**src/sv/b64d_pkg.sv**
```systemverilog
`default_nettype none

package b64d_pkg;

    // Character codes
    localparam logic [7:0] CH_UPPER_A = 8'h41;
    localparam logic [7:0] CH_UPPER_Z = 8'h5A;
    localparam logic [7:0] CH_LOWER_A = 8'h61;
    localparam logic [7:0] CH_LOWER_Z = 8'h7A;
    localparam logic [7:0] CH_DIGIT_0 = 8'h30;
    localparam logic [7:0] CH_DIGIT_9 = 8'h39;
    localparam logic [7:0] CH_PLUS    = 8'h2B;
    localparam logic [7:0] CH_SLASH   = 8'h2F;

    // Offsets from character code to sextet value (mod 256)
    localparam logic [7:0] OFS_UPPER = CH_UPPER_A;
    localparam logic [7:0] OFS_LOWER = 8'd71;
    localparam logic [7:0] OFS_DIGIT = 8'd252;

    localparam logic [5:0] SEXT_PLUS  = 6'd62;
    localparam logic [5:0] SEXT_SLASH = 6'd63;

    localparam int unsigned GROUP_HELD = 3;

    typedef struct packed {
        logic       ok;
        logic [5:0] val;
    } b64d_sext_t;

    // One queued job: up to three bytes plus end-of-message flag.
    // nbytes == 0 means a bare end marker.
    typedef struct packed {
        logic [2:0][7:0] data;
        logic [1:0]      nbytes;
        logic            msg_end;
    } b64d_job_t;

    typedef struct packed {
        logic empty;
        logic full;
    } b64d_qstat_t;

    function automatic b64d_sext_t b64d_map(input logic [7:0] c);
        b64d_sext_t r;
        r.ok  = 1'b1;
        r.val = '0;
        if (c inside {[CH_UPPER_A:CH_UPPER_Z]}) begin
            r.val = 6'(c - OFS_UPPER);
        end else if (c inside {[CH_LOWER_A:CH_LOWER_Z]}) begin
            r.val = 6'(c - OFS_LOWER);
        end else if (c inside {[CH_DIGIT_0:CH_DIGIT_9]}) begin
            r.val = 6'(c - OFS_DIGIT);
        end else if (c == CH_PLUS) begin
            r.val = SEXT_PLUS;
        end else if (c == CH_SLASH) begin
            r.val = SEXT_SLASH;
        end else begin
            r.ok = 1'b0;
        end
        return r;
    endfunction

endpackage

`default_nettype wire

```
**src/sv/b64d_front.sv**
```systemverilog
`default_nettype none

module b64d_front import b64d_pkg::*; (
    input  wire logic        aclk,
    input  wire logic        aresetn,
    input  wire logic        s_valid,
    output logic             s_ready,
    input  wire logic [7:0]  s_char_in,
    input  wire logic        s_last_char,
    input  wire b64d_qstat_t q_stat,
    output logic             q_push,
    output b64d_job_t        q_job
);

    logic [GROUP_HELD-1:0][5:0] hold_reg, hold_next;
    logic [1:0]                 gc_reg, gc_next;
    logic                       stopped_reg, stopped_next;

    b64d_sext_t sx;
    logic       accept;
    logic       take;
    logic       full_grp;
    logic [1:0] flush_n;

    assign s_ready = !q_stat.full;
    assign accept  = s_valid && s_ready;
    assign sx      = b64d_map(s_char_in);
    assign take    = !stopped_reg && sx.ok;
    assign full_grp = take && (gc_reg == 2'd3);

    always_comb begin
        hold_next    = hold_reg;
        gc_next      = gc_reg;
        stopped_next = stopped_reg;
        if (!stopped_reg && !sx.ok) begin
            stopped_next = 1'b1;
        end else if (full_grp) begin
            gc_next = '0;
        end else if (take) begin
            for (int i = 0; i < GROUP_HELD; i++) begin
                if (gc_reg == 2'(i)) begin
                    hold_next[i] = sx.val;
                end
            end
            gc_next = gc_reg + 2'd1;
        end
    end

    // partial group of n sextets flushes n-1 bytes
    assign flush_n = (gc_next >= 2'd2) ? (gc_next - 2'd1) : 2'd0;

    always_comb begin
        q_job.data[0] = {hold_next[0], hold_next[1][5:4]};
        q_job.data[1] = {hold_next[1][3:0], hold_next[2][5:2]};
        q_job.data[2] = {hold_next[2][1:0], sx.val};
        q_job.nbytes  = full_grp ? 2'd3 : (s_last_char ? flush_n : 2'd0);
        q_job.msg_end = s_last_char;
    end

    assign q_push = accept && (full_grp || s_last_char);

    always_ff @(posedge aclk) begin
        if (!aresetn) begin
            gc_reg      <= '0;
            stopped_reg <= 1'b0;
        end else if (accept) begin
            if (s_last_char) begin
                gc_reg      <= '0;
                stopped_reg <= 1'b0;
            end else begin
                gc_reg      <= gc_next;
                stopped_reg <= stopped_next;
            end
        end
    end

    always_ff @(posedge aclk) begin
        if (accept) begin
            hold_reg <= hold_next;
        end
    end

endmodule

`default_nettype wire

```
**src/sv/b64d_queue.sv**
```systemverilog
`default_nettype none

module b64d_queue import b64d_pkg::*; #(
    parameter int unsigned DEPTH = 4
) (
    input  wire logic       aclk,
    input  wire logic       aresetn,
    input  wire logic       push,
    input  wire b64d_job_t  push_job,
    input  wire logic       pop,
    output b64d_job_t       head_job,
    output b64d_qstat_t     stat
);

    localparam int unsigned PW = (DEPTH > 1) ? $clog2(DEPTH) : 1;
    localparam int unsigned CW = $clog2(DEPTH + 1);

    b64d_job_t       slot_reg [DEPTH];
    logic [PW-1:0]   wr_ptr_reg, rd_ptr_reg;
    logic [CW-1:0]   count_reg;
    logic            do_push, do_pop;

    function automatic logic [PW-1:0] ptr_inc(input logic [PW-1:0] p);
        return (p == PW'(DEPTH - 1)) ? '0 : p + PW'(1);
    endfunction

    assign stat.empty = (count_reg == '0);
    assign stat.full  = (count_reg == CW'(DEPTH));
    assign do_push    = push && !stat.full;
    assign do_pop     = pop && !stat.empty;
    assign head_job   = slot_reg[rd_ptr_reg];

    always_ff @(posedge aclk) begin
        if (!aresetn) begin
            wr_ptr_reg <= '0;
            rd_ptr_reg <= '0;
            count_reg  <= '0;
        end else begin
            if (do_push) begin
                wr_ptr_reg <= ptr_inc(wr_ptr_reg);
            end
            if (do_pop) begin
                rd_ptr_reg <= ptr_inc(rd_ptr_reg);
            end
            if (do_push && !do_pop) begin
                count_reg <= count_reg + CW'(1);
            end else if (do_pop && !do_push) begin
                count_reg <= count_reg - CW'(1);
            end
        end
    end

    always_ff @(posedge aclk) begin
        if (do_push) begin
            slot_reg[wr_ptr_reg] <= push_job;
        end
    end

endmodule

`default_nettype wire

```
**src/sv/b64d_back.sv**
```systemverilog
`default_nettype none

module b64d_back import b64d_pkg::*; (
    input  wire logic        aclk,
    input  wire logic        aresetn,
    input  wire b64d_job_t   head_job,
    input  wire b64d_qstat_t q_stat,
    output logic             q_pop,
    output logic             m_valid,
    input  wire logic        m_ready,
    output logic [7:0]       m_data_byte,
    output logic             m_byte_valid,
    output logic             m_message_end,
    output logic             m_run_last
);

    logic       valid_reg;
    logic [7:0] data_reg;
    logic       bvalid_reg, mend_reg, rlast_reg;
    logic [1:0] idx_reg;

    logic       load;
    logic [1:0] cnt;
    logic       is_last;

    // bare end marker counts as one result
    assign cnt     = (head_job.nbytes == 2'd0) ? 2'd1 : head_job.nbytes;
    assign is_last = (idx_reg == cnt - 2'd1);
    assign load    = !q_stat.empty && (!valid_reg || m_ready);
    assign q_pop   = load && is_last;

    always_ff @(posedge aclk) begin
        if (!aresetn) begin
            valid_reg <= 1'b0;
            idx_reg   <= '0;
        end else begin
            if (load) begin
                valid_reg <= 1'b1;
                idx_reg   <= is_last ? 2'd0 : idx_reg + 2'd1;
            end else if (m_ready) begin
                valid_reg <= 1'b0;
            end
        end
    end

    always_ff @(posedge aclk) begin
        if (load) begin
            data_reg   <= (head_job.nbytes == 2'd0) ? 8'd0 : head_job.data[idx_reg];
            bvalid_reg <= (head_job.nbytes != 2'd0);
            mend_reg   <= is_last && head_job.msg_end;
            rlast_reg  <= is_last;
        end
    end

    assign m_valid       = valid_reg;
    assign m_data_byte   = data_reg;
    assign m_byte_valid  = bvalid_reg;
    assign m_message_end = mend_reg;
    assign m_run_last    = rlast_reg;

endmodule

`default_nettype wire

```
**src/sv/base64_stream_decoder.sv**
```systemverilog
// Streaming base64 decoder, standard alphabet (A-Z a-z 0-9 + /).
// Input channel (s_*): one encoded character per beat; s_last_char marks
//   the final character of a message. '=' or any non-alphabet byte stops
//   decoding until the message ends; the held partial group still flushes.
// Result channel (m_*): one decoded byte per beat. m_run_last marks the last
//   beat caused by an input beat, m_message_end the last beat of a message.
//   A final character that yields no bytes produces a single end marker with
//   m_byte_valid low and m_data_byte zero.
// Timing: while s_ready is high the front end classifies and groups one character
//   per cycle and pushes byte jobs into a QUEUE_DEPTH-entry queue; the back end
//   drains one byte per cycle into the output register while the receiver takes
//   beats. A job is registered in the queue, then its first byte in the output
//   register. Sustained input rate is one beat per cycle; four characters give three bytes.
// Receiver stall: the output register holds; the queue absorbs jobs until
//   full, then s_ready drops.
// Reset (aresetn low, synchronous): queue emptied, output invalid, group
//   count and stop flag cleared.
`default_nettype none

module base64_stream_decoder import b64d_pkg::*; #(
    parameter int unsigned QUEUE_DEPTH = 4
) (
    input  wire logic       aclk,
    input  wire logic       aresetn,
    input  wire logic       s_valid,
    output logic            s_ready,
    input  wire logic [7:0] s_char_in,
    input  wire logic       s_last_char,
    output logic            m_valid,
    input  wire logic       m_ready,
    output logic [7:0]      m_data_byte,
    output logic            m_byte_valid,
    output logic            m_message_end,
    output logic            m_run_last
);

    b64d_qstat_t q_stat;
    b64d_job_t   push_job;
    b64d_job_t   head_job;
    logic        q_push;
    logic        q_pop;

    // Front: character map, group assembly, stop tracking
    b64d_front u_front (
        .aclk        (aclk),
        .aresetn     (aresetn),
        .s_valid     (s_valid),
        .s_ready     (s_ready),
        .s_char_in   (s_char_in),
        .s_last_char (s_last_char),
        .q_stat      (q_stat),
        .q_push      (q_push),
        .q_job       (push_job)
    );

    // Job queue decoupling the two sides
    b64d_queue #(
        .DEPTH (QUEUE_DEPTH)
    ) u_queue (
        .aclk     (aclk),
        .aresetn  (aresetn),
        .push     (q_push),
        .push_job (push_job),
        .pop      (q_pop),
        .head_job (head_job),
        .stat     (q_stat)
    );

    // Back: serialize each job into byte beats
    b64d_back u_back (
        .aclk          (aclk),
        .aresetn       (aresetn),
        .head_job      (head_job),
        .q_stat        (q_stat),
        .q_pop         (q_pop),
        .m_valid       (m_valid),
        .m_ready       (m_ready),
        .m_data_byte   (m_data_byte),
        .m_byte_valid  (m_byte_valid),
        .m_message_end (m_message_end),
        .m_run_last    (m_run_last)
    );

`ifndef SYNTHESIS
    // end of message always closes the run of its input beat
    a_end_is_run_last: assert property (@(posedge aclk) disable iff (!aresetn)
        m_valid && m_message_end |-> m_run_last)
        else $error("message_end without run_last");

    // an end marker only appears as the final beat of a message
    a_marker_is_end: assert property (@(posedge aclk) disable iff (!aresetn)
        m_valid && !m_byte_valid |-> m_message_end && m_data_byte == 8'd0)
        else $error("end marker not at message end");

    // queue status is consistent
    a_queue_status: assert property (@(posedge aclk) disable iff (!aresetn)
        !(q_stat.empty && q_stat.full))
        else $error("queue both empty and full");

    // input is back-pressured only by a full queue
    a_ready_tracks_queue: assert property (@(posedge aclk) disable iff (!aresetn)
        s_ready == !q_stat.full)
        else $error("s_ready does not follow queue fill");
`endif

endmodule

`default_nettype wire

```
**config.mk**
```make
export PLATFORM = sky130hd
export DESIGN_NAME = base64_stream_decoder
export DESIGN_NICKNAME = d
export VERILOG_FILES = /design/src/sv/b64d_pkg.sv /design/src/sv/b64d_front.sv /design/src/sv/b64d_queue.sv /design/src/sv/b64d_back.sv /design/src/sv/base64_stream_decoder.sv
export SDC_FILE = /design/constraint.sdc
export NUM_CORES = 1
export LEC_CHECK = 0
export BUFFER_PORTS_ARGS = -buffer_cell sky130_fd_sc_hd__buf_2
export CAP_MARGIN = 20
export CORE_MARGIN = 8
export CORE_UTILIZATION = 45
export CTS_BUF_LIST = sky130_fd_sc_hd__clkbuf_8
export CTS_CLUSTER_DIAMETER = 80
export CTS_CLUSTER_SIZE = 14
export DETAILED_ROUTE_END_ITERATION = 12
export SYNTH_ARGS = -nofsm -noshare
export SYNTH_HDL_FRONTEND = slang
export SYNTH_SLANG_ARGS = --single-unit
```
**constraint.sdc**
```tcl
create_clock -name aclk -period 7.39 [get_ports aclk]
set_clock_uncertainty 0.1 [all_clocks]
set_input_delay 1.478 -clock aclk [delete_from_list [all_inputs] [get_ports aclk]]
set_output_delay 1.478 -clock aclk [all_outputs]
set_load 0.005 [all_outputs]
```
* Yosys cells after proc, flatten, opt, wreduce, memory -nomap -nowiden
Memory sizes are Yosys's and may differ from the RTL's. A register that Yosys moved wholly into a read port is not among the register bits. Cells that the tools add are included.
Word-level totals: register bits 42, logic and storage cells 114, output and inout bits 13, bits in writable memories 108, bits of input ports 13, memories kept 1
Memories:
- u_queue.slot_reg | depth 4, width 27, read ports 1, clocked after memory_dff 1, wr ports 1, RTL line b64d_queue.sv:18 | b64d_job_t slot_reg [DEPTH];
Operators by class: mux-type cells 39, $add $sub $neg 11, equal/unequal tests 9, reduce and logical (&&, ||, !) cells 32, $lt $le $gt $ge 8
Operator list (number):
- $mux W18 | 3
- $mux W6 | 8
- $mux W2 | 13
- $bmux W8 S2 | 1
- $eq A8 B6 Y1 const B | 2
- $ge A8 B7 Y1 const B | 2
- $le A8 B7 Y1 const B | 2
- $logic_and A1 B1 Y1 | 15
- $mux W1 | 11
- $add A2 B1 Y2 const B | 4
- $eq A2 B2 Y1 const B | 4
- $ge A8 B6 Y1 const B | 1
- $le A8 B6 Y1 const B | 1
- $mux W8 | 1
- $reduce_bool A2 Y1 | 4
- $logic_not A1 Y1 | 7
- $mux W3 | 2
- $sub A6 B1 Y6 const B | 1
- $sub A6 B3 Y6 const B | 1
- $sub A6 B6 Y6 const B | 1
- $logic_not A2 Y1 | 2
- $sub A2 B1 Y2 const B | 2
- $add A3 B1 Y3 const B | 1
- $eq A3 B3 Y1 const B | 1
- 8 further kinds | 9

* Depth between registers and ports, before layout
Gate-level depths: netlist (run 1).
depth in word-level cells 15, depth in mapped cells 14, depth with buffers taken out 13

* Modules after synthesis
A second synthesis (run 1) with hierarchy kept.
Unflattened totals: cell total of the unflattened synthesis 443, area total of the unflattened synthesis 6847.8 sq um
Modules (own cells, without submodules):
- b64d_queue | cells each 192, seq. area each 3423.3 sq um, area an instance 4424.2 sq um, times used 1
- b64d_front | cells each 176, seq. area each 600.6 sq um, area an instance 1645.3 sq um, times used 1
- b64d_back | cells each 75, seq. area each 390.4 sq um, area an instance 778.2 sq um, times used 1

* Worst setup path after synthesis (run 1)
Ideal clock, no wire load.
path type in2reg, start input s_char_in[2], end register u_queue.count_reg[2], buffers on the path 1, data arrival time 4.408 ns, setup slack 2.807 ns, setup time 0.076 ns, stages on the path 14, cell sequence buf_2 -> inv_1 -> ha_1 -> nor2b_1 -> o21ai_1 -> a31oi_2 -> a211o_1 -> a21oi_2 -> ha_1 -> inv_1 -> fa_1 -> xor2_1 -> or3_1 -> a21boi_0
Between the ends: longest elaborated chain between the ends 14
RTL lines:
- from (decl) | RTL line base64_stream_decoder.sv:27 | input wire logic [7:0] s_char_in,
- branches (longest 5 deep; another with $ge A8 B6 Y1)
- $mux W1 (*) | RTL line b64d_pkg.sv:47 | if (c inside {[CH_UPPER_A:CH_UPPER_Z]}) begin
- $logic_and A1 B1 Y1 (*) | RTL line b64d_front.sv:28 | assign take = !stopped_reg && sx.ok;
- $logic_and A1 B1 Y1 (*) | RTL line b64d_front.sv:29 | assign full_grp = take && (gc_reg == 2'd3);
- $logic_or A1 B1 Y1 (*) | RTL line b64d_front.sv:60 | assign q_push = accept && (full_grp || s_last_char);
- $logic_and A1 B1 Y1 (*) | RTL line b64d_front.sv:60
- $logic_and A1 B1 Y1 (*) | RTL line b64d_queue.sv:29 | assign do_push = push && !stat.full;
- net u_queue.do_push | RTL line b64d_queue.sv:21 | logic do_push, do_pop;
- $logic_not A1 Y1 | RTL line b64d_queue.sv:47 | end else if (do_pop && !do_push) begin
- $logic_and A1 B1 Y1 | RTL line b64d_queue.sv:47
- $reduce_bool A2 Y1 (no line)
- to (signal assigned) | RTL line b64d_queue.sv:46 | count_reg <= count_reg + CW'(1);
- to (signal assigned) | RTL line b64d_queue.sv:48 | count_reg <= count_reg - CW'(1);
- to (decl) | RTL line b64d_queue.sv:20 | logic [CW-1:0] count_reg;
Mark *: on every way through the listed nets, which the timed path passes. A chain may end at the register's enable or synchronous reset.

* Final worst setup path (run 1)
Ends and elaborated chain as after synthesis.

==> results.py, run 1 <==
metrics = {
    "yosys": {
        "yosysSeqAreaShare_pct": 66.0,
        "synth_top_family_by_area": "multiplexers",
        "yosys-top-cells-count": "edfxtp_1 (137), nor2_1 (39), inv_1 (31)",
        "synthMuxAreaShare_pct": 11.9,
        "yosysWarnings": 0,
        "synth_cell_types": 55,
        "synth_xor_area_share_pct": 0.524,
        "synthSimpleGateAreaFrac_pct": 7.48,
        "syn_area_um2": 6690,
        "yosys.area.top_type": "edfxtp_1",
        "synthAdderAreaFrac_pct": 4.04,
        "synth_cells": 436,
        "async_flop_share_pct": 0,
        "synth_area_leaders": "edfxtp_1 (62%), mux4_2 (9.1%), dfxtp_1 (4.5%)",
        "postSynthNetCount": 470,
        "synth-seq-cells": 152,
        "synth_edf_count": 137,
        "yosysTopAreaCellShare_pct": 61.5,
        "synth.most_common_cell": "edfxtp_1",
        "synth.avg_cell_area_um2": 15.3,
        "synth-main-ff-cell": "edfxtp_1",
        "synth_compound_area_share_pct": 7.43,
    },
    "power": {
        "p_int_mw": 1.73,
        "power.density_nw_per_um2": 319,
        "vdd_drop_max_mv": 0.122,
        "pwr-share-clk_pct": 29.6,
        "power.switching_mw": 0.667,
        "pwr-share-comb_pct": 22.8,
        "leakage_nw": 2.58,
        "finalPower_mw": 2.40,
        "p_seq_share_pct": 47.6,
        "swShare_pct": 27.8,
    },
    "sta": {
        "drv_slew": 0,
        "min_period_over_period_pct": 61.7,
        "fmax_mhz": 219,
        "tightestPinTransition_ns": 0.892,
        "fin_tns_setup_ns": 0,
        "rsz0062_at_grt": "false",
        "setup_violations": 0,
        "hold_viol": 0,
        "maxSlewHeadroom_pct": 40.3,
        "fin_crit_ns": 4.56,
    },
    "grt": {
        "overflow": 0,
        "antenna_found_initial": 0,
        "grt_pass1_vias": 3769,
        "grtUsageTotal_pct": 14.3,
        "grt_max_degree": 28,
        "grt_pass1_wl_mm": 20.3,
    },
    "layout": {
        "layout.nets": 507,
        "seqCellArea_um2": 4420,
        "antenna_cells": 0,
        "fillers": 1227,
        "drive_above_1_share_pct": 21.6,
        "multi_input_area_um2": 2100,
        "largest_reg_flops": 108,
        "areaGrowthSynthToFinish_pct": 12.3,
    },
    "detailed_routing": {
        "wire_per_inst_um": 19.2,
        "drt-initial-drc-count": 227,
        "via_count": 3722,
        "drc": 0,
        "routed_via_density": 5.56,
        "dr.pass1.iters": 5,
        "drtAntennaViolNets": 0,
        "totalWireLength_mm": 12.8,
    },
    "place": {
        "io_buffers": 25,
        "gp_congestion": 0.820,
        "dp_hpwl_mm": 8.22,
    },
    "critical_path": {
        "r2r_cells": 12,
        "critPathMaxFanout": 10,
        "startpoint_type": "input pin",
        "crit_path_end_kind": "flop",
        "path_class": "in -> reg",
        "cp.required_ns": 7.66,
        "arrival_ns": 4.84,
    },
    "clock_tree": {
        "cts.sinks": 152,
        "htree_levels": 4,
        "path_clk_slew_ns": 0.08,
        "cts_made_buffers": 17,
        "ctsResizeCount": 0,
        "cts_hold_buffers": 0,
        "clkLatencyLatePin_ns": 0.44,
        "cts_tree": "built",
        "cts_max_path_buffers": 2,
        "cts_setup_buffers": 0,
        "clockRootBuffer": "clkbuf_8",
    },
    "floorplan": {
        "die_y_um": 138,
        "core_um2": 14500,
        "die_area_um2": 19000,
        "rows": 44,
        "die_w_um": 138,
        "start_util_pct": 46.0,
        "ios": 26,
    },
    "worst_hold_path": {
        "hold_depth": 2,
        "min_path_type": "reg -> reg",
    },
    "flow_run": {
        "drv_cap": 0,
    },
    "status": {
        "status": "completed",
    },
}
-- metrics by stage --
step / util (%) / setup WS, ns / cell area, um2 / std cells / hold slack, ns
global route: 51.7 / 2.60 / 7510 / 670 / 0.407
finish: 51.7 / 2.83 / 7510 / 670 / 0.389
floorplan: - / 2.81 / 6690 / 436 / 0.363
global placement: 48.4 / 2.52 / 7040 / 637 / 0.366
detailed placement: 48.4 / 2.40 / 7040 / 637 / 0.377
CTS: 51.5 / 2.88 / 7490 / 669 / 0.388
-- path summary, 6_finish.rpt --
kind | start | slack, ns | endpoint
max | s_char_in[2] | 2.83 | u_queue.count_reg[2]$_SDFFE_PN0P_
min | u_back.m_valid$_SDFFE_PN0P_ | 0.39 | u_back.m_valid$_SDFFE_PN0P_
max reg2reg | flop | 3.93 | u_queue.count_reg[2]$_SDFFE_PN0P_
min reg2reg | u_back.m_valid$_SDFFE_PN0P_ | 0.39 | u_back.m_valid$_SDFFE_PN0P_
-- worst max-delay path: stages --
cell      delay (ns)
buf_2           0.20
inv_1           0.15
ha_1            0.27
nor2b_1         0.15
o21ai_1         0.19
a31oi_2         0.32
a211o_1         0.43
a21oi_2         0.31
ha_1            0.25
inv_1           0.06
fa_1            0.38
xor2_1          0.18
or3_1           0.30
a21boi_0        0.15
-- cell usage in the layout (no fill, tap or decap), types with 2 or more instances in the layout --
cell | Yosys | routed
nand4_1 | 5 | 5
nand2_1 | 21 | 21
mux2_4 | 3 | 3
a21oi_1 | 23 | 23
dfxtp_1 | 15 | 14
nor2b_1 | 7 | 7
edfxtp_1 | 137 | 137
mux2i_1 | 14 | 14
o22ai_1 | 2 | 2
inv_1 | 31 | 31
a21boi_0 | 3 | 3
nor2_1 | 39 | 39
a211oi_1 | 2 | 2
clkinvlp_4 | 0 | 3
mux4_2 | 27 | 27
clkinv_2 | 0 | 3
nand3_1 | 7 | 7
ha_1 | 20 | 20
nor3_1 | 6 | 6
xnor2_1 | 3 | 3
and2_1 | 5 | 5
o221ai_1 | 2 | 2
buf_2 | 4 | 25
inv_6 | 0 | 3
o211ai_1 | 2 | 2
clkbuf_8 | 0 | 17
o21ai_0 | 9 | 9
a31oi_1 | 5 | 5
or3_1 | 3 | 3
a2111oi_4 | 3 | 3
a21o_1 | 2 | 2
bufinv_16 | 0 | 5
buf_4 | 0 | 7
-- metal layers --
layer	up-vias	track usage, %	wire, um
met5	-	0	0
met4	0	5.19	143
met3	12	3.84	640
met2	115	22.1	6010
met1	1855	19.1	6040
li1	1740	-	-
-- layout make-up --
cell class	instances	share of cell area, %
multi-input cells	238	27.9
clock buffers	17	3.11
repair buffers	33	2.63
inverters	31	1.55
flip-flops and latches	152	58.8
clock inverters	15	2.96
well taps	184	3.06
-- power groups by stage --
stage,clock (mW),sequential (mW),combinational (mW)
final,0.710,1.14,0.547
after global routing,0.762,1.15,0.601
after CTS,0.725,1.17,0.519
after detailed placement,0,1.19,0.517
after global placement,0,1.19,0.505
after floorplan,0,1.14,0.393
-- cells by family (layout without fill, tap and decap cells) --
kind of cell | count (synthesis) | count (layout)
flops | 152 | 152
simple gates | 102 | 102
compound gates | 67 | 67
buf+inv | 46 | 96
mux | 44 | 44
fa+ha+maj | 21 | 21
xor+xnor | 4 | 4
Power figures use the tool's default switching activity.
==> run 2: changes to the inputs <==
ABC_AREA = 1   (was not set)
clock period = 4.3 ns   (was 7.39 ns; I/O delays follow)
==> run 2 against run 1 <==
Against the previous run: routed wire length grew 21%; largest power group unchanged; sequential cell count did not move; register-to-register slack got worse by 2.5 ns; via count increased by 27%; largest cell class unchanged; sequential power up 74%.
==> results.py, run 2 <==
metrics = {
    "status": {
        "status": "completed",
    },
    "layout": {
        "antenna_cells": 0,
        "largest_reg_flops": 108,
        "drive_above_1_share_pct": 12.9,
        "final_cell_mix": "edfxtp_1 (137), nand2_1 (133), a21oi_1 (53)",
        "final_common_cell": "edfxtp_1",
        "design_area_um2": 7550,
        "areaGrowthSynthToFinish_pct": 10.5,
        "final-instance-count-excl-fill": 853,
        "multi_input_area_um2": 2160,
        "fillers": 1334,
        "fin_util_pct": 50.2,
        "layout.nets": 686,
        "seqCellArea_um2": 4410,
    },
    "power": {
        "pwr-share-clk_pct": 23.1,
        "power.density_nw_per_um2": 565,
        "finalPower_mw": 4.27,
        "leakage_nw": 2.91,
        "swShare_pct": 34.1,
        "p_int_mw": 2.82,
        "pwr-share-comb_pct": 30.6,
        "p_seq_share_pct": 46.3,
        "vdd_drop_max_mv": 0.257,
        "power.switching_mw": 1.46,
    },
    "clock_tree": {
        "path_clk_slew_ns": 0.08,
        "clockRootBuffer": "clkbuf_8",
        "cts_hold_buffers": 0,
        "clkLatencyLatePin_ns": 0.45,
        "cts_max_path_buffers": 2,
        "ctsResizeCount": 0,
        "cts.sinks": 152,
        "htree_levels": 4,
        "cts_setup_buffers": 0,
        "cts_made_buffers": 17,
        "cts_tree": "built",
    },
    "flow_run": {
        "drv_cap": 0,
    },
    "critical_path": {
        "slowest_delay_ns": 0.38,
        "r2r_setup_slack_ns": 1.44,
        "startpoint_type": "input pin",
        "path_class": "in -> reg",
        "cp.depth": 22,
        "path_cells": "buf_2 > inv_1 > ha_1 > inv_1 > nand2_1 > nand2_1 > nor2_1 > nor2_1 > nand2_2 > nand3_4 > nand3_2 > nand2_1 > nand2_2 > inv_1 > ha_1 > inv_1 > fa_1 > nor2_1 > nor2_1 > nand2_1 > o21ai_0 > a21oi_1",
        "critPathMaxFanout": 6,
        "crit_path_end_kind": "flop",
        "worstPathBufferInverterCount": 5,
        "critPathTopFamily": "simple AND/OR/NAND/NOR gates",
        "cp.required_ns": 4.59,
        "arrival_ns": 3.39,
        "worst_path_max_delay_cell": "fa_1",
        "r2r_cells": 16,
    },
    "yosys": {
        "yosysTopAreaCellShare_pct": 60.2,
        "synth_cells": 617,
        "synth_area_leaders": "edfxtp_1 (60%), nand2_1 (7.3%), dfxtp_1 (4.4%)",
        "yosysSeqAreaShare_pct": 64.6,
        "synth_edf_count": 137,
        "syn_area_um2": 6840,
        "synth.avg_cell_area_um2": 11.1,
        "postSynthNetCount": 651,
        "synth-seq-cells": 152,
        "async_flop_share_pct": 0,
        "synth-main-ff-cell": "edfxtp_1",
        "synth_cell_types": 38,
        "yosys.area.top_type": "edfxtp_1",
        "yosys-top-cells-count": "edfxtp_1 (137), nand2_1 (133), nor2_1 (55)",
        "yosysWarnings": 0,
        "synth.most_common_cell": "edfxtp_1",
    },
    "detailed_routing": {
        "drtAntennaViolNets": 0,
        "dr.pass1.iters": 5,
        "met2_length_mm": 7.75,
        "via_count": 4737,
        "wire_per_inst_um": 18.2,
        "wl_met3_um": 758,
        "routed_via_density": 5.55,
        "drc": 0,
        "totalWireLength_mm": 15.5,
        "top_layer": "met4",
        "wirelength_met1_mm": 6.61,
        "drt-initial-drc-count": 382,
    },
    "sta": {
        "worst_slack_ns": 1.19,
        "setup_violations": 0,
        "maxSlewHeadroom_pct": 46.6,
        "fin_crit_ns": 3.11,
        "min_period_over_period_pct": 72.3,
        "rsz0062_at_grt": "false",
        "fin_hold_ws_ns": 0.419,
        "drv_slew": 0,
        "hold_viol": 0,
        "tightestPinTransition_ns": 0.797,
        "fin_tns_setup_ns": 0,
        "fmax_mhz": 322,
    },
    "place": {
        "dp_hpwl_mm": 9.65,
        "dpl_worst_slack_ns": 0.722,
        "io_buffers": 25,
        "place_inst": 821,
        "placed_area_um2": 7200,
        "gp_congestion": 0.804,
    },
    "floorplan": {
        "die_area_um2": 19400,
        "die_w_um": 139,
        "core_um2": 15000,
        "ios": 26,
        "die_y_um": 139,
        "start_util_pct": 45.5,
        "rows": 45,
    },
    "worst_hold_path": {
        "min_path_type": "reg -> reg",
        "hold_depth": 2,
    },
    "grt": {
        "overflow": 0,
        "grt_max_degree": 55,
        "grt_pass1_vias": 4569,
        "antenna_found_initial": 0,
        "grt_pass1_wl_mm": 24.5,
        "grtUsageTotal_pct": 16.3,
    },
}
[run 2: cell types whose count changed after synthesis, moves of 8 or more]
cell      before  now
nand3_1        7   27
o21ai_0        9   44
a21oi_1       23   53
mux2i_1       14    0
nor2_1        39   55
a221o_1        0    8
mux4_2        27    0
o211ai_1       2   10
a22oi_1        0    8
nand2_1       21  133
[run 2: routing by layer]
layer | GRT usage, % | up-vias
met3 | 3.52 | 30
li1 | - | 2249
met5 | 0 | -
met1 | 19.7 | 2331
met4 | 7.86 | 0
met2 | 27.5 | 127
[run 2: kinds of logic after synthesis]
group	count (synthesis)	synth area share (%)
fa+ha+maj	21	3.95
compound gates	137	12.0
buf+inv	66	4.01
xor+xnor	8	1.03
simple gates	233	14.4
flops	152	64.6
[run 2: area by class of cell]
cell class | instances | share of cell area [%]
flip-flops and latches | 152 | 58.4
inverters | 43 | 2.17
clock inverters | 15 | 1.57
clock buffers | 17 | 3.10
well taps | 188 | 3.11
multi-input cells | 399 | 28.6
repair buffers | 39 | 3.05
[run 2: worst paths after layout]
path                                 startpoint                                 to
min          u_queue.rd_ptr_reg[1]$_SDFFE_PN0P_                               flop
max reg2reg                                flop  u_queue.count_reg[2]$_SDFFE_PN0P_
max                                s_char_in[0]  u_queue.count_reg[2]$_SDFFE_PN0P_
min reg2reg  u_queue.rd_ptr_reg[1]$_SDFFE_PN0P_                               flop
[run 2: power by group through the flow]
stage	Combinational, mW	Sequential, mW	Clock [mW]
after floorplan	0.853	2.01	0
after global placement	1.29	2.00	0
after detailed placement	1.32	2.01	0
after CTS	1.32	1.98	1.01
after global routing	1.46	1.99	1.05
final	1.31	1.98	0.988
[run 2: tightest hold or removal path, cell delays in order (launching register included)]
cell and delay, ns:
dfxtp_1 0.33, nand2_1 0.07, a21oi_1 0.07
==> run 3: changes to the inputs <==
ABC_AREA = 0   (was 1)
clock period = 2.7 ns   (was 4.3 ns; I/O delays follow)
==> run 3 against run 2 <==
Against the previous run: register-to-register slack worse by 1.4 ns; highest routed layer unchanged; via count fell by 17%; sequential cell count unchanged; final cell count shrank 14%; utilization grew 6.1 points; sequential share of layout area decreased by 4.5 points; combinational power is 37% higher; the run now ends with negative setup slack left; clock-buffer cell count stayed put; largest cell class unchanged.
==> results.py, run 3 (same netlist as run 1, synthesis figures left out) <==
metrics = {
    "critical_path": {
        "crit_start": "s_char_in[1]",
        "worstPathBufferInverterCount": 3,
        "path_class": "in -> reg",
        "critPathMaxFanout": 4,
        "crit_path_end_kind": "flop",
        "cp_common_cell": "ha_4",
        "slowest_delay_ns": 0.33,
        "path_cells": "buf_2 > inv_4 > ha_4 > nor2b_1 > o211ai_1 > nand3_4 > a211o_1 > a21oi_4 > ha_4 > inv_2 > fa_2 > xor2_1 > or3_1 > a21boi_1",
        "arrival_ns": 3.01,
        "cp.required_ns": 2.98,
        "critPathTopFamily": "compound AO/OA/AOI/OAI gates",
        "startpoint_type": "input pin",
        "worst_path_max_delay_cell": "a211o_1",
    },
    "layout": {
        "final-instance-count-excl-fill": 735,
        "largest_reg_flops": 108,
        "design_area_um2": 8190,
        "layout.nets": 572,
        "antenna_cells": 0,
        "areaGrowthSynthToFinish_pct": 22.4,
        "final_cell_mix": "edfxtp_1 (137), buf_4 (63), nor2_1 (38)",
        "drive_above_1_share_pct": 34.8,
        "final_common_cell": "edfxtp_1",
    },
    "sta": {
        "hold_viol": 0,
        "drv_slew": 0,
        "min_period_over_period_pct": 101,
        "setup_violations": 1,
        "worst_slack_ns": -0.0316,
        "maxSlewHeadroom_pct": 64.3,
        "fmax_mhz": 366,
        "tightestPinTransition_ns": 0.536,
        "rsz0062_at_grt": "true",
        "fin_crit_ns": 2.73,
    },
    "detailed_routing": {
        "drc": 0,
        "drt-initial-drc-count": 214,
        "wirelength_met1_mm": 6.18,
        "top_layer": "met4",
        "totalWireLength_mm": 14.1,
        "wl_met3_um": 601,
        "dr.pass1.iters": 4,
        "via_count": 3938,
        "drtAntennaViolNets": 0,
        "met2_length_mm": 7.07,
        "wire_per_inst_um": 19.2,
        "routed_via_density": 5.36,
    },
    "floorplan": {
        "die_area_um2": 19000,
        "ios": 26,
        "start_util_pct": 46.0,
        "rows": 44,
        "die_y_um": 138,
        "die_w_um": 138,
        "core_um2": 14500,
    },
    "grt": {
        "overflow": 0,
        "grtUsageTotal_pct": 15.9,
        "antenna_found_initial": 0,
        "grt_max_degree": 26,
        "grt_pass1_wl_mm": 22.3,
        "grt_pass1_vias": 4194,
    },
    "clock_tree": {
        "path_clk_slew_ns": 0.08,
        "cts_hold_buffers": 0,
        "clkLatencyLatePin_ns": 0.44,
        "clockRootBuffer": "clkbuf_8",
        "cts.sinks": 152,
        "cts_max_path_buffers": 2,
        "cts_made_buffers": 17,
        "cts_tree": "built",
        "htree_levels": 4,
    },
    "power": {
        "vdd_drop_max_mv": 0.292,
        "power.density_nw_per_um2": 791,
        "leakage_nw": 2.89,
    },
    "place": {
        "dp_hpwl_mm": 9.81,
        "gp_congestion": 0.851,
        "placed_area_um2": 7740,
        "io_buffers": 25,
        "place_inst": 700,
    },
    "worst_hold_path": {
        "min_path_type": "in -> reg",
        "holdCritStartpoint": "m_ready",
    },
    "status": {
        "violations": "negative setup slack",
        "status": "finished with violations",
    },
    "flow_run": {
        "drv_cap": 0,
    },
}
[run 3: cell count changes in the layout (fill, tap and decap cells not counted), sizes merged, moves of 10 or more]
cell | before | now
a21oi | 54 | 24
buf | 39 | 97
inv | 44 | 34
mux2i | 0 | 14
mux4 | 0 | 27
nand2 | 138 | 21
nand3 | 29 | 8
nor2 | 60 | 39
o21ai | 46 | 10
[run 3: worst paths after layout]
kind	endpoint	slack, ns	cells past startpoint
setup / recovery	u_queue.count_reg[2]$_SDFFE_PN0P_	-0.03	14
hold / removal	u_back.m_valid$_SDFFE_PN0P_	0.28	4
setup reg to reg	u_queue.count_reg[2]$_SDFFE_PN0P_	0	11
hold reg to reg	u_back.m_valid$_SDFFE_PN0P_	0.39	2
[run 3: area by class of cell]
| cell class | count | area [um2] |
|---|---|---|
| fill | 1170 | 6350 |
| sequential | 152 | 4420 |
| multi-input combinational | 238 | 2240 |
| timing repair buffer | 98 | 801 |
| clock buffer | 17 | 234 |
| tap | 184 | 230 |
| inverter | 31 | 136 |
| clock inverter | 15 | 126 |
[run 3: worst register-to-register path: cells and delay by family (launching register included)]
kind | cells | cell delay, ns
AND/OR/NAND/NOR | 4 | 0.79
multiplexers | 1 | 0.55
adder cells (fa/ha/maj) | 2 | 0.46
flip-flops | 1 | 0.37
XOR/XNOR | 1 | 0.15
AO/OA/AOI/OAI | 1 | 0.12
buffers and inverters | 2 | 0.11
[run 3: where the power goes]
group          internal, mW  total [mW]  leakage (nW)  switching, mW
sequential             2.99        3.12          1.40          0.125
clock                 0.725        1.56         0.175          0.834
combinational         0.829        1.80          1.32          0.972
total                  4.54        6.47          2.89           1.93
[run 3: repair_timing]
item,CTS,global route
gates resized for setup,8,6
hold endpoints to repair,0,0
pin swaps,7,7
setup buffers,2,1
setup endpoints to repair,2,1
[run 3: through the flow]
stage / TNS, ns / hold slack (ns) / utilization (%) / total power, mW / setup WS (ns)
finish: -0.0316 / 0.282 / 56.3 / 6.47 / -0.0316
global route: -0.124 / 0.291 / 56.3 / 6.82 / -0.0938
CTS: -0.0381 / 0.244 / 56.1 / 6.55 / -0.0381
detailed placement: -45.38 / 0.383 / 53.3 / 4.91 / -0.533
global placement: -40.81 / 0.358 / 53.3 / 4.85 / -0.484
floorplan: -27.42 / 0.363 / - / 4.25 / -0.592
[run 3: metal layers]
metal | vias to the layer above | global-route usage, %
met5 | - | 0
met1 | 1951 | 19.7
met4 | 0 | 6.57
met3 | 23 | 3.55
li1 | 1878 | -
met2 | 86 | 26.3
